**src/hdl/pfc_pkg.sv**
```systemverilog
`timescale 1ns / 1ps
// ----------------------------------------------------------------------------
// pfc_pkg
// Shared codes, types and pixel packing functions of the format converter.
// ----------------------------------------------------------------------------
package pfc_pkg;

  localparam int PALETTE_ENTRIES = 256;
  localparam int PAL_AW = $clog2(PALETTE_ENTRIES);

  localparam logic [1:0] FMT_INDEX8 = 2'd0;
  localparam logic [1:0] FMT_RGB16  = 2'd1;
  localparam logic [1:0] FMT_RGB24  = 2'd2;
  localparam logic [1:0] FMT_ARGB32 = 2'd3;

  localparam logic [1:0] OP_CONVERT = 2'd0;
  localparam logic [1:0] OP_WRITE   = 2'd1;
  localparam logic [1:0] OP_READ    = 2'd2;

  localparam logic [0:0] REG_SOURCE_FORMAT = 1'd0;
  localparam logic [0:0] REG_DEST_FORMAT   = 1'd1;

  // how the second stage builds its result
  localparam logic [1:0] KIND_DIRECT = 2'd0;
  localparam logic [1:0] KIND_LOOKUP = 2'd1;
  localparam logic [1:0] KIND_READ   = 2'd2;

  // floor(x / 3) = (x * 683) >> 11 for x below 2048
  localparam logic [9:0] DIV3_RECIP = 10'd683;
  localparam int DIV3_SHIFT = 11;

  localparam logic [7:0] ALPHA_OPAQUE = 8'hFF;

  typedef struct packed {
    logic [7:0] red;
    logic [7:0] green;
    logic [7:0] blue;
  } rgb_t;

  typedef struct packed {
    logic              wr_en;
    logic [PAL_AW-1:0] wr_addr;
    rgb_t              wr_data;
    logic              rd_en;
    logic [PAL_AW-1:0] rd_addr;
  } pal_req_t;

  typedef struct packed {
    logic [1:0]  kind;
    logic [31:0] pixel;
    rgb_t        colour;
  } stage_t;

  // colour channels of a non-index source pixel
  function automatic rgb_t unpack_source(input logic [1:0] fmt, input logic [31:0] px);
    rgb_t c;
    if (fmt == FMT_RGB16) begin
      c.red   = {px[4:0], 3'b000};
      c.green = {px[10:5], 2'b00};
      c.blue  = {px[15:11], 3'b000};
    end else begin
      c.blue  = px[7:0];
      c.green = px[15:8];
      c.red   = px[23:16];
    end
    return c;
  endfunction

  // non-index destination pixel from a colour
  function automatic logic [31:0] pack_dest(input logic [1:0] fmt, input rgb_t c);
    logic [31:0] p;
    case (fmt)
      FMT_RGB16: p = {16'h0000, c.blue[7:3], c.green[7:2], c.red[7:3]};
      FMT_RGB24: p = {8'h00, c.red, c.green, c.blue};
      default:   p = {ALPHA_OPAQUE, c.red, c.green, c.blue};
    endcase
    return p;
  endfunction

  function automatic logic [31:0] reverse_pixel(input logic [1:0] fmt, input logic [31:0] px);
    logic [31:0] p;
    case (fmt)
      FMT_INDEX8: p = {24'h000000, px[7:0]};
      FMT_RGB16:  p = {16'h0000, px[7:0], px[15:8]};
      FMT_RGB24:  p = {8'h00, px[7:0], px[15:8], px[23:16]};
      default:    p = {px[7:0], px[15:8], px[23:16], px[31:24]};
    endcase
    return p;
  endfunction

  function automatic logic [7:0] grey_index(input rgb_t c);
    logic [9:0]  sum;
    logic [19:0] prod;
    sum  = {2'b00, c.red} + {2'b00, c.green} + {2'b00, c.blue};
    prod = sum * DIV3_RECIP;
    return prod[DIV3_SHIFT +: 8];
  endfunction

endpackage

```
**src/hdl/pfc_output.sv**
```systemverilog
`timescale 1ns / 1ps
// ----------------------------------------------------------------------------
// pfc_output
// Second stage: merges palette read data into the result and holds it in
// the output register until the sink takes it.
// ----------------------------------------------------------------------------
module pfc_output
  import pfc_pkg::*;
(
  input  logic        clk,
  input  logic        rst,
  input  logic        s1_valid,
  input  stage_t      s1,
  input  rgb_t        pal_colour,
  input  logic [1:0]  dest_format,
  input  logic        m_tready,
  output logic        m_tvalid,
  output logic [55:0] m_tdata,
  output logic        out_free
);

  logic [31:0] pixel;
  rgb_t        colour;

  always_comb begin
    case (s1.kind)
      KIND_READ: begin
        pixel  = '0;
        colour = pal_colour;
      end
      KIND_LOOKUP: begin
        pixel  = pack_dest(dest_format, pal_colour);
        colour = '0;
      end
      default: begin
        pixel  = s1.pixel;
        colour = s1.colour;
      end
    endcase
  end

  assign out_free = !m_tvalid || m_tready;

  always_ff @(posedge clk) begin
    if (rst) begin
      m_tvalid <= 1'b0;
    end else if (out_free) begin
      m_tvalid <= s1_valid;
    end
  end

  always_ff @(posedge clk) begin
    if (out_free && s1_valid) begin
      m_tdata <= {colour.blue, colour.green, colour.red, pixel};
    end
  end

endmodule

```
**config.mk**
```make
export PLATFORM = sky130hd
export DESIGN_NAME = pfc_output
export DESIGN_NICKNAME = d
export VERILOG_FILES = /design/src/hdl/pfc_pkg.sv /design/src/hdl/pfc_output.sv
export SDC_FILE = /design/constraint.sdc
export NUM_CORES = 1
export LEC_CHECK = 0
export BUFFER_PORTS_ARGS = -buffer_cell sky130_fd_sc_hd__buf_2
export CORE_MARGIN = 4
export CORE_UTILIZATION = 39
export CTS_CLUSTER_SIZE = 28
export DETAILED_ROUTE_END_ITERATION = 6
export PLACE_DENSITY = 0.75
export SLEW_MARGIN = 0
export SYNTH_ARGS = -nofsm -noshare
export SYNTH_HDL_FRONTEND = slang
export SYNTH_SLANG_ARGS = --single-unit
```
**constraint.sdc**
```tcl
create_clock -name clk -period 2.76 [get_ports clk]
set_clock_uncertainty 0.2 [all_clocks]
set_input_delay 0.69 -clock clk [delete_from_list [all_inputs] [get_ports clk]]
set_output_delay 0.69 -clock clk [all_outputs]
set_load 0.03 [all_outputs]
```
# Yosys cells after proc, flatten, opt, wreduce, memory -nomap -nowiden

Index checks and enable logic that the tools add are counted.

Reductions and logical operators: 3
Mux-type cells: 3
Equal/unequal tests: 4

Operator list:

| kind                                                             | count |
|---|---|
| 32-bit one-hot mux with 2 select lines                           | 2 |
| 24-bit one-hot mux with 2 select lines                           | 1 |
| 2-bit by 1-bit == test with 1-bit output (second input constant) | 2 |
| 2-bit == test (second input constant)                            | 2 |
| 1-bit logical AND                                                | 1 |
| 1-bit logical NOT                                                | 1 |
| 1-bit logical OR                                                 | 1 |

Bits in registers: 57
Logic and storage cells: 12

# Longest topological paths before layout

Gate-level depths: netlist of run 1.

Depth in word-level cells: 3
Mapped depth: 7

# Least setup slack after synthesis of run 1

Ideal clock, no wire load.

Path kind: input to register
Start point: input m_tready
End point: register m_tdata[0] (enable)
Stages: 2
Slack: -0.260 ns
Arrival time: 2.400 ns
Buffers on the path: 0
Path through: nand2b_1 -> and2_1

Word-level cells in the longest chain between the ends: 2

Ends and longest elaborated chain:

| what                 | line             | source |
|---|---|---|
| from (decl)          | pfc_output.sv:16 | `input logic m_tready,` |
| 1-bit logical OR     | pfc_output.sv:42 | `assign out_free = !m_tvalid \|\| m_tready;` |
| 1-bit logical AND    | pfc_output.sv:53 | `if (out_free && s1_valid) begin` |
| to (signal assigned) | pfc_output.sv:54 | `m_tdata <= {colour.blue, colour.green, colour.red, pixel};` |
| to (decl)            | pfc_output.sv:18 | `output logic [55:0] m_tdata,` |

No other way between the ends.
A chain may end at the register's enable or synchronous reset.

# Worst setup path after layout of run 1

Start point: input dest_format[0]
End point: register m_tdata[9] (data pin)

Word-level cells in the longest chain between the ends: 3
Elaborated cells on any way between the ends: 4
Classes of those cells: eq/ne (2); mux (2)

Ends and longest elaborated chain:

| what                                                                             | line             | source |
|---|---|---|
| from (decl)                                                                      | pfc_output.sv:15 | `input logic [1:0] dest_format,` |
| 2-bit == test / 2-bit by 1-bit == test with 1-bit output (equally long branches) | pfc_pkg.sv:72    | `case (fmt)` |
| 32-bit one-hot mux with 2 select lines *                                         | pfc_pkg.sv:72    |  |
| 32-bit one-hot mux with 2 select lines *                                         | pfc_output.sv:26 | `case (s1.kind)` |
| net pixel[9]                                                                     | pfc_output.sv:22 | `logic [31:0] pixel;` |

Mark *: on every way through the listed nets, which the timed path passes. The rest lies on a longest branch.

==> qor.txt, run 1 <==
Outcome: complete, no violations
Crit Path Class: in2reg
Register area share after synthesis: 0.671
Global-route wire length before repair: 9720 um
Pwr per Cell Area: 664 nW/um^2
Setup crit start: dest_format[0]
Hold buffers post-CTS: 0
Number of distinct library cells after synthesis: 21
Syn-to-layout area delta: 40.0%
Endpoints failing setup: 0
GRT Overall Usage: 0.166
Synth cell count leaders: edfxtp_1 (56), a22o_1 (30), nand2_1 (20)
Crit Path Max Fanout: 24
Post-cts sizing count: 0
Skew-Pair Late Insertion Delay: 0.33 ns
GPL Wtd Cong: 0.740
Hpwl dp: 4650 um
Synth Register Bits: 57
Startpoint Class: input pin
Post-synth top flop: edfxtp_1
CTS tree: built
Leakage power: 0.00164 uW
Syn_nets: 262
Reg2reg path depth: 3
Post-route insts no fill: 400
Layout cells sized above 1: 0.554
Core Rows: 29
Syn avg cell area: 14.9 sq um
Hold WC Path Type: in2reg
Initial DRC count: 70
H-tree depth: 3
I/O Buffers: 145
CTS root buf: clkbuf_8
Core Util, Final: 0.559
Total congestion overflow: 0
Critical Path Sink: m_tdata[9]
Crit path capture type: flip-flop
WHS: 0.305 ns
Share of power burned in registers: 0.450
YS warnings: 0
CTS sink cnt: 57
Pint: 1720 uW
Placed insts: 384
FMAX: 414 MHz
Reg-to-reg startpoint: m_tvalid
Vias per inst: 5.05
Dpl cell area: 3340 sq um
Fin nets: 410
Number of synthesized flops with an enable pin: 56
Slew HR: 0.304
Die area: 7860 sq um
Vert. Die Dim: 88.6 um
Residual DRC count: 0
Clk pwr share: 0.357
R2r setup slk: 1.35 ns
TritonCTS buffer count: 9
Yosys top cell by area: edfxtp_1
Fin crit period: 2.41 ns
Psw: 641 uW
RR Endpoint: m_tdata[12]
Worst slew pin tran: 1.04 ns
Initial antenna violation count: 0
Max-Cap Viols: 0
Post-route cell area: 3550 sq um
Worst VDD drop: 0.344 mV
Final Cycle Share: 0.874
Syn Std Cell Area: 2540 sq um
Clock transition at the registers of the reported paths: 0.07 ns
Synth async-reset ratio: 0
Fillers: 554
Antenna Nets Post-Route: 0
Vias in the first global route: 2,119
Worst EP required: 2.76 ns
Count leader, synth: edfxtp_1
Number of setup buffers added after CTS: 0
Core Region: 6350 sq um
Area contributors post-synth: edfxtp_1 (66%), a22o_1 (10%), a221o_2 (4.4%)
Drt pass-1 iters: 4
Vias: 2,018
Net Sw Frac: 0.272
Die Wd: 88.6 um
Slew Limit Fails: 0
Initial Util: 0.399
CP Data Arrival Time: 2.41 ns
Post-synthesis cell count: 170
CTS max path bufs: 2
Routed length per instance: 16.3 um
Pin count of the biggest net entering global routing: 57
N_diodes: 0
Hold violation total from the final report: 0
Synth top area share: 0.663
Final wirelength: 6500 um
Combinational group share of total power: 0.193
RSZ-0062 raised after global routing: no
IO Count: 146
Setup tns final: 0 ns
-- layer usage --
layer / vias to the layer above / global-route usage / share of wire
li1: 970 / - / -
met1: 938 / 0.189 / 0.37
met2: 98 / 0.275 / 0.50
met3: 12 / 0.0633 / 0.10
met4: 0 / 0.0769 / 0.018
met5: - / 0 / 0
-- layout by cell type, fill, tap and decap left out --
cell type | synthesis | routed
o21ai_0 | 2 | 2
edfxtp_1 | 56 | 56
dfxtp_1 | 1 | 1
and2_1 | 17 | 16
nor2_1 | 1 | 1
nand3b_1 | 1 | 1
clkinv_2 | 0 | 3
bufinv_16 | 0 | 2
and2_2 | 0 | 1
ha_1 | 4 | 3
a22o_1 | 30 | 30
nand2b_1 | 1 | 1
clkbuf_1 | 4 | 1
nor3b_4 | 0 | 1
a21oi_1 | 1 | 1
clkbuf_8 | 0 | 9
a221o_1 | 6 | 6
a221o_2 | 10 | 10
ha_2 | 0 | 1
inv_1 | 5 | 5
buf_2 | 4 | 145
nor2b_2 | 0 | 1
nand2_1 | 20 | 20
nor4bb_4 | 1 | 1
buf_4 | 2 | 3
buf_12 | 0 | 1
clkinvlp_4 | 0 | 1
-- cells by family (layout without fill, tap and decap cells) --
group           Yosys count  after routing  share of synthesized area
compound gates           49             49                      0.178
fa+ha+maj                 4              4                     0.0197
buf+inv                  17            170                     0.0360
flops                    57             57                      0.671
simple gates             43             43                     0.0957
-- stage by stage --
step | power (uW) | setup WS, ns
after floorplan | 1370 | 0.333
after global placement | 1530 | 0.000143
after detailed placement | 1540 | -0.00167
after CTS | 2380 | 0.344
after global routing | 2460 | 0.205
final | 2360 | 0.347
-- final cells by class --
type / count / area, sq um / share of cell area
multi-input combinational: 96 / 756 / 0.213
sequential: 57 / 1700 / 0.479
timing repair buffer: 149 / 768 / 0.216
tap: 77 / 96.3 / 0.0271
inverter: 5 / 18.8 / 0.00529
clock inverter: 6 / 82.6 / 0.0233
clock buffer: 10 / 128 / 0.0359
-- worst min path at each step --
stage | slack [ns] | cells past startpoint | to | startpoint
6_report | 0.31 | 2 | m_tvalid | rst
2_1_floorplan | 0.56 | 1 | m_tvalid | rst
5_1_grt | 0.30 | 2 | m_tvalid | rst
3_3_place_gp | 0.29 | 2 | m_tvalid | m_tvalid
3_5_place_dp | 0.31 | 2 | m_tvalid | m_tvalid
4_1_cts | 0.29 | 2 | m_tvalid | rst
-- critical path, cell delays in order --
cell and delay (ns):
buf_2 0.09, inv_1 0.04, ha_1 0.34, nor2_1 0.09, nor3b_4 0.85, a221o_2 0.31
-- power by group through the flow --
stage,Clock [uW],Sequential (uW),Combinational (uW)
after global placement,0,1080,451
after floorplan,0,1230,140
final,840,1060,456
after CTS,861,1060,460
after detailed placement,0,1080,460
after global routing,906,1070,490
-- sequential cells by signal, summed over array words and instances (netlist names) --
register / flops
m_tdata: 56
m_tvalid: 1
Note: power is estimated with default switching activity, not from simulation.
==> run 2, diff against run 1 <==
Settings changed: CORE_UTILIZATION 39 to 41, CTS_BUF_LIST set to sky130_fd_sc_hd__clkbuf_4 sky130_fd_sc_hd__clkbuf_8, PLACE_DENSITY 0.75 to 0.79.
Clock period 2.76 ns to 2 ns, I/O delays scaled along.
==> qor.txt, run 2 (same netlist as run 1, synthesis figures left out) <==
Hold WC Path Type: in2reg (unchanged)
Crit path capture type: flip-flop (unchanged)
Vias in the first global route: 2,242 (was 2,119)
Crit Path Max Fanout: 10 (was 24)
Crit-path cells: buf_2 -> buf_4 -> ha_2 -> buf_4 -> nor4bb_4 -> buf_4 -> and2_1 -> a221o_2 (was buf_2 -> inv_1 -> ha_1 -> nor2_1 -> nor3b_4 -> a221o_2)
Initial Util: 0.426 (was 0.399)
Vert. Die Dim: 86.7 um (was 88.6 um)
Hold_sp: rst (unchanged)
CP Data Arrival Time: 1.85 ns (was 2.41 ns)
Die Wd: 86.7 um (was 88.6 um)
R2r setup slk: 0.68 ns (was 1.35 ns)
CP max stage delay: 0.30 ns (was 0.85 ns)
Skew-Pair Late Insertion Delay: 0.33 ns (about the same)
FMAX: 509 MHz
CTS root buf: clkbuf_8 (unchanged)
Most frequent cells in the layout: buf_2 (145), edfxtp_1 (56), a22o_1 (30) (unchanged)
Fillers: 498 (was 554)
Final Cycle Share: 0.983
Critical Path Sink: m_tdata[8] (was m_tdata[9])
H-tree depth: 3 (unchanged)
Syn-to-layout area delta: 45.1% (was 40.0%)
Hpwl dp: 5200 um (was 4650 um)
Vias per inst: 5.17 (was 5.05)
Final wirelength: 7110 um (was 6500 um)
Initial DRC count: 72 (was 70)
Endpoints failing setup: 0 (unchanged)
Pin count of the biggest net entering global routing: 35 (was 57)
Slew Limit Fails: 0 (unchanged)
Setup crit start: s1[56] (was dest_format[0])
IO Count: 146 (unchanged)
Share of power burned in registers: 0.460 (was 0.450)
Vias: 2,113 (was 2,018)
Slew HR: 0.594 (was 0.304)
Clock transition at the registers of the reported paths: 0.07 ns (about the same)
Hold Path Depth: 2 (unchanged)
Drt pass-1 iters: 4 (unchanged)
Outcome: complete, no violations (unchanged)
Initial antenna violation count: 1 (was 0)
Clk pwr share: 0.328 (was 0.357)
CTS sink cnt: 57 (unchanged)
Reg2reg path depth: 3 (unchanged)
CTS max path bufs: 2 (unchanged)
TritonCTS buffer count: 9 (unchanged)
Fin crit period: 1.97 ns
Crit Path Class: in2reg (unchanged)
Worst VDD drop: 0.528 mV (was 0.344 mV)
Hold violation total from the final report: 0 (unchanged)
Seq. cell area: 1700 sq um (unchanged)
Fin nets: 421 (was 410)
CTS tree: built (unchanged)
Total congestion overflow: 0 (unchanged)
Core Rows: 28 (was 29)
Footprint of the multi-input gates: 791 sq um (was 756 sq um)
Dpl cell area: 3420 sq um (was 3340 sq um)
Biggest regs: m_tdata: 56 flops, m_tvalid: 1 flops (unchanged)
Die area: 7510 sq um (was 7860 sq um)
Pint: 2270 uW (was 1720 uW)
Most frequent CP cell: buf_4
Largest register FFs: 56 (unchanged)
Pwr per Cell Area: 866 nW/um^2 (was 664 nW/um^2)
Antenna Nets Post-Route: 0 (unchanged)
Psw: 913 uW (was 641 uW)
Slowest library cell on the worst path: a221o_2 (was nor3b_4)
Reg-to-reg startpoint: m_tvalid (unchanged)
RR Endpoint: m_tdata[49] (was m_tdata[12])
Leakage power: 0.00170 uW (was 0.00164 uW)
Setup tns final: 0 ns (unchanged)
Net Sw Frac: 0.286 (was 0.272)
Routed length per instance: 17.4 um (was 16.3 um)
GRT Overall Usage: 0.192 (was 0.166)
Core Region: 5960 sq um (was 6350 sq um)
Startpoint Class: input pin (unchanged)
Biggest register: m_tdata (unchanged)
Commonest non-fill, non-tap cell in the layout: buf_2 (unchanged)
GPL Wtd Cong: 0.773 (was 0.740)
Worst EP required: 1.88 ns (was 2.76 ns)
Layout cells sized above 1: 0.578 (was 0.554)
Post-route cell area: 3680 sq um (was 3550 sq um)
Combinational group share of total power: 0.212 (was 0.193)
I/O Buffers: 145 (unchanged)
Max-Cap Viols: 0 (unchanged)
Worst slew pin tran: 0.608 ns (was 1.04 ns)
N_diodes: 0 (unchanged)
Global-route wire length before repair: 10,700 um (was 9720 um)
Residual DRC count: 0 (unchanged)
==> run 2: changes by cell type in the layout (fill, tap and decap cells not counted), sizes merged <==
cell / change
clkinvlp: +2
bufinv: -1
clkbuf: -1
buf: +10
nor3b: +1
==> run 2: how the worst min path moves through the flow <==
stage / endpoint
2_1_floorplan: m_tvalid
3_3_place_gp: m_tvalid
3_5_place_dp: m_tvalid
4_1_cts: m_tvalid
5_1_grt: m_tvalid
6_report: m_tvalid
==> run 2: final cells by class <==
cell class / count / area share
flip-flops and latches: 57 / 0.462
multi-input cells: 97 / 0.215
clock buffers: 9 / 0.0337
clock inverters: 7 / 0.0194
inverters: 5 / 0.00510
well taps: 75 / 0.0255
repair buffers: 159 / 0.239
==> run 2: critical path: cells and delay by family <==
kind            cells  cell delay [ns]
simple gates        2             0.31
fa+ha+maj           1             0.20
compound gates      1             0.30
buf+inv             4             0.53
==> run 2: timing repair <==
action / 4_1_cts / 5_1_grt
hold endpoints to repair: 0 / 0
pin swaps: 2 / 0
endpoints found under the setup margin: 36 / 38
resized for setup: 4 / 3
setup buffers: 2 / 0
hold buffers: 0 / 0
gates cloned: 1 / 0
==> run 2: per-stage QoR <==
step,setup slack (ns),hold WS [ns],total power [uW],instances,utilization
after global placement,-0.464,0.300,2130,390,0.575
after floorplan,0.00397,0.369,1890,170,-
after detailed placement,-0.526,0.317,2150,390,0.575
after global routing,-0.00230,0.117,3330,409,0.618
final,0.0339,0.121,3190,409,0.618
after CTS,0.0293,0.106,3220,409,0.615
==> run 2: power groups by stage <==
stage / clock, uW / combinational [uW] / sequential, uW
2_1_floorplan: 0 / 194 / 1700
6_report: 1040 / 676 / 1470
3_3_place_gp: 0 / 643 / 1490
5_1_grt: 1140 / 722 / 1470
4_1_cts: 1070 / 675 / 1470
3_5_place_dp: 0 / 660 / 1490
==> run 2: layer usage <==
metal | vias up | GRT usage | wire (um)
met4 | 2 | 0.0666 | 90
met5 | - | 0 | 8
met1 | 1000 | 0.207 | 2670
met3 | 13 | 0.0665 | 703
li1 | 990 | - | -
met2 | 108 | 0.348 | 3640
